`src/pec_pkg.sv`:
```
// Shared types, constants and helpers for the particle Euler step with box collision.
// Used by every module of the block; depends on nothing.

package pec_pkg;

   typedef logic [31:0] q16_type;
   typedef q16_type [2:0] vec3_type;
   typedef logic [15:0] dt_type;
   typedef logic [16:0] factor_type;

   localparam factor_type Q_ONE   = 17'd65536;
   localparam q16_type    Q16_MAX = 32'h7fff_ffff;
   localparam q16_type    Q16_MIN = 32'h8000_0000;

   localparam logic [2:0] AXIS_X = 3'b001;
   localparam logic [2:0] AXIS_Y = 3'b010;
   localparam logic [2:0] AXIS_Z = 3'b100;

   typedef enum logic [2:0] {
      CSR_LOWER_X,
      CSR_LOWER_Y,
      CSR_LOWER_Z,
      CSR_UPPER_X,
      CSR_UPPER_Y,
      CSR_UPPER_Z,
      CSR_BOUNCE,
      CSR_DRAG
   } csr_index_type;

   typedef struct packed {
      dt_type   dt;
      vec3_type acc;
      vec3_type vel;
      vec3_type pos;
   } particle_type;

   typedef struct packed {
      vec3_type vel;
      vec3_type pos;
   } motion_type;

   typedef struct packed {
      logic [2:0] lo;
      logic [2:0] hi;
      vec3_type   vel;
      vec3_type   pos;
   } contact_type;

   typedef struct packed {
      vec3_type   lower;
      vec3_type   upper;
      factor_type bounce;
      factor_type tang;
   } box_cfg_type;

   // saturate a 34-bit two's complement value to 32 bits
   function automatic q16_type sat_q16(input logic [33:0] x);
      if (x[33:31] == 3'b000 || x[33:31] == 3'b111) begin
         return x[31:0];
      end else if (x[33]) begin
         return Q16_MIN;
      end else begin
         return Q16_MAX;
      end
   endfunction

   function automatic factor_type clamp_factor(input factor_type f);
      return (f > Q_ONE) ? Q_ONE : f;
   endfunction

endpackage

```
`src/pec_clamp.sv`:
```
// Box test: flag coordinates below lower or above upper and clamp them, one stage.
// Depends on pec_pkg.

module pec_clamp (
   input  logic                  clock,
   input  logic                  reset,
   input  pec_pkg::vec3_type     lower,
   input  pec_pkg::vec3_type     upper,
   input  logic                  in_valid,
   output logic                  in_ready,
   input  pec_pkg::motion_type   in_data,
   output logic                  out_valid,
   input  logic                  out_ready,
   output pec_pkg::contact_type  out_data
);
   import pec_pkg::*;

   logic        vld_ff;
   logic        en;
   contact_type data_ff, data_in;

   assign en       = !vld_ff || out_ready;
   assign in_ready = en;

   // lower test wins when the bounds are inverted
   always_comb begin
      data_in.vel = in_data.vel;
      for (int i = 0; i < 3; i++) begin
         data_in.lo[i] = $signed(in_data.pos[i]) < $signed(lower[i]);
         data_in.hi[i] = !data_in.lo[i] && ($signed(in_data.pos[i]) > $signed(upper[i]));
         if (data_in.lo[i]) begin
            data_in.pos[i] = lower[i];
         end else if (data_in.hi[i]) begin
            data_in.pos[i] = upper[i];
         end else begin
            data_in.pos[i] = in_data.pos[i];
         end
      end
   end

   always_ff @(posedge clock) begin
      if (reset) begin
         vld_ff <= 1'b0;
      end else if (en) begin
         vld_ff <= in_valid;
      end
   end

   always_ff @(posedge clock) begin
      if (en) begin
         data_ff <= data_in;
      end
   end

   assign out_valid = vld_ff;
   assign out_data  = data_ff;

endmodule

```
`config.mk`:
```
export PLATFORM = sky130hd
export DESIGN_NAME = pec_clamp
export DESIGN_NICKNAME = d
export VERILOG_FILES = /design/src/pec_pkg.sv /design/src/pec_clamp.sv
export SDC_FILE = /design/constraint.sdc
export NUM_CORES = 1
export LEC_CHECK = 0
export BUFFER_PORTS_ARGS = -buffer_cell sky130_fd_sc_hd__buf_2
export CAP_MARGIN = 25
export CORE_AREA = 2 2 230 232
export DETAILED_ROUTE_END_ITERATION = 8
export DIE_AREA = 0 0 232 234
export PLACE_DENSITY = 0.49
export SETUP_SLACK_MARGIN = 0.02
export SLEW_MARGIN = 15
export SYNTH_ARGS = -nofsm -noshare
export SYNTH_HDL_FRONTEND = slang
export SYNTH_SLANG_ARGS = --single-unit
```
`constraint.sdc`:
```
create_clock -name clock -period 15.85 [get_ports clock]
set_clock_uncertainty 0.05 [all_clocks]
set_input_delay 3.17 -clock clock [delete_from_list [all_inputs] [get_ports clock]]
set_output_delay 3.17 -clock clock [all_outputs]
set_load 0.01 [all_outputs]
```
==> results_dict.tcl <==
set metrics [dict create \
    power.leakage_nw 9.03 \
    antenna_left 0 \
    drc 0 \
    p_total_mw 1.73 \
    status "complete, no violations" \
    final_common_cell "buf_2" \
    numPortBuffers 587 \
    synth_edf_count 198 \
    die_w_um 232 \
    drive_gt1_share_pct 35.2 \
    grt_pass1_vias 14000 \
    hold_violations 0 \
    final_cell_mix "buf_2, inv_1, edfxtp_1" \
    route.met3.wl_mm 3.93 \
    cts_root_buf "clkbuf_16" \
    dp_worst_setup_slack_ns 8.40 \
    period_share_pct 46.6 \
    drt_pass1_iterations 5 \
    yosysWarnings 0 \
    yosys.cell_types.count 49 \
    core_area_um2 52000 \
    worstPathArrival_ns 4.17 \
    slew_headroom_pct 30.2 \
    p_per_area_nw_per_um2 89.5 \
    vdd_ir_drop_max_uv 78.6 \
    vias 14100 \
    grt_first_pass_wirelength_mm 81.4 \
    drt-met1-wl_mm 22.8 \
    crit_fanout 55 \
    maxCapViolations 0 \
    highest_layer "met5" \
    grt.total_usage_pct 19.7 \
    ys.flop_type "edfxtp_1" \
    htreeDepth 4 \
    cts.sinks 199 \
    netlist_instances 1501 \
    period_minus_slack_ns 7.39 \
    drv_slew 0 \
    design_area_um2 19400 \
    fin_nets 2614 \
    wl_mm 55.2 \
    syn_avg_cell_area_um2 10.0 \
    cts_buffers 17 \
    path_clk_slew_ns 0.09 \
    die_height_um 234 \
    grt_max_degree 133 \
    cts_tree "yes" \
    hold_path_class "register to register" \
    setup_tns_ns 0 \
    areaGrowthSynthToFinish_pct 29.0 \
    fin_util_pct 37.2 \
    wl_met2_mm 27.2 \
    drt_iter0_drc 804 \
    yosysSeqAreaShare_pct 39.7 \
    syn-cell-area_um2 15000 \
    critPathRequiredTime_ns 12.63 \
    rows 84 \
    cts_hold_buf 0 \
    place_area_um2 18600 \
    endpoint_kind "output pin" \
    rsz0062_at_grt "false" \
    dp_hpwl_mm 42.7 \
    tightest_slew_ns 1.05 \
    vias_per_cell 5.11 \
    start_kind "input port" \
    antenna_found_initial 24 \
    wl_per_cell_um 20.1 \
    io_pins 588 \
    fmax_mhz 135 \
    cts.repair.resized 0 \
    grt_overflow_total 0 \
    async_reset_ff_share_pct 0 \
    layout_setup_ws_ns 8.46 \
    start_util_pct 28.9 \
    cts_setup_buffers 0 \
    clock_path_buffers 2 \
    synth_fp_nets 2078 \
    ys_seq_elements 199 \
    critPathKind "input port to output pin" \
    clk_latency_ns 0.50 \
    die_area_um2 54300 \
    globalplace.congestion 0.840 \
    setup_viol 0 \
]
## final cells by class
type	count	area, um2
diodes	13	32.5
multi-input cells	1005	7950
flip-flops and latches	199	5970
inverters	204	766
fillers	5325	32700
repair buffers	610	3140
clock inverters	15	234
clock buffers	17	425
well taps	688	861
## Yosys cell counts (all sizes together), types with 18 or more instances
master,n,area (um2)
inv,204,766
edfxtp,198,5950
ha,189,2360
nand4,132,826
nand2,128,480
clkbuf,80,300
a21oi,68,340
o311ai,64,561
a21o,55,413
o211ai,39,293
nand2b,38,238
a22oi,33,248
and2,33,206
a41oi,32,513
mux2,32,360
nand3b,31,233
o21ai,23,115
nor2,18,67.6
## cell families (layout without fill, tap and decap cells)
logic type / count (synthesis) / count (layout) / share of synthesized area [%]
muxes: 32 / 32 / 2.40
xor gates and xnor gates: 1 / 1 / 0.108
buffers and inverters: 297 / 846 / 7.72
adders and majority gates: 189 / 189 / 15.7
other: 0 / 13 / 0
AOI/OAI and AO/OA: 351 / 351 / 18.6
DFF: 199 / 199 / 39.7
and+or+nand+nor: 432 / 432 / 15.7
## stage by stage
step,instances,hold slack [ns]
global placement,2703,1.14
CTS,2736,1.17
finish,2751,1.12
floorplan,1501,3.19
global route,2744,1.22
detailed placement,2704,1.15
## path summary, 6_finish.rpt
path	to	slack, ns	cells after the start	start
setup / recovery	in_ready	8.46	3	out_ready
hold / removal	out_data[136]$_DFFE_PP_	1.12	1	out_valid$_SDFFE_PP0P_
setup reg to reg	out_data[38]$_DFFE_PP_	13.48	2	out_valid$_SDFFE_PP0P_
hold reg to reg	out_data[136]$_DFFE_PP_	1.12	1	out_valid$_SDFFE_PP0P_
## layer usage
layer  track usage, %  vias up
met3             5.97       66
met2             33.4      444
met4             6.43       14
li1                 -     6796
met1             23.9     6743
met5                0        -
## flip-flops by register name, summed over array words and instances, names as in the netlist
name,cells
out_data,198
out_valid,1
## worst max-delay path: stages
cell and delay, ns:
buf_2 0.07, nand2b_4 0.64, buf_2 0.28
## power breakdown
part	switching [mW]	internal (mW)	total (mW)	leakage [nW]
Combinational	0.316	0.219	0.535	6.63
Clock	0.265	0.237	0.502	0.316
Sequential	0.0223	0.675	0.697	2.08
(Power assumes the default switching activity.)
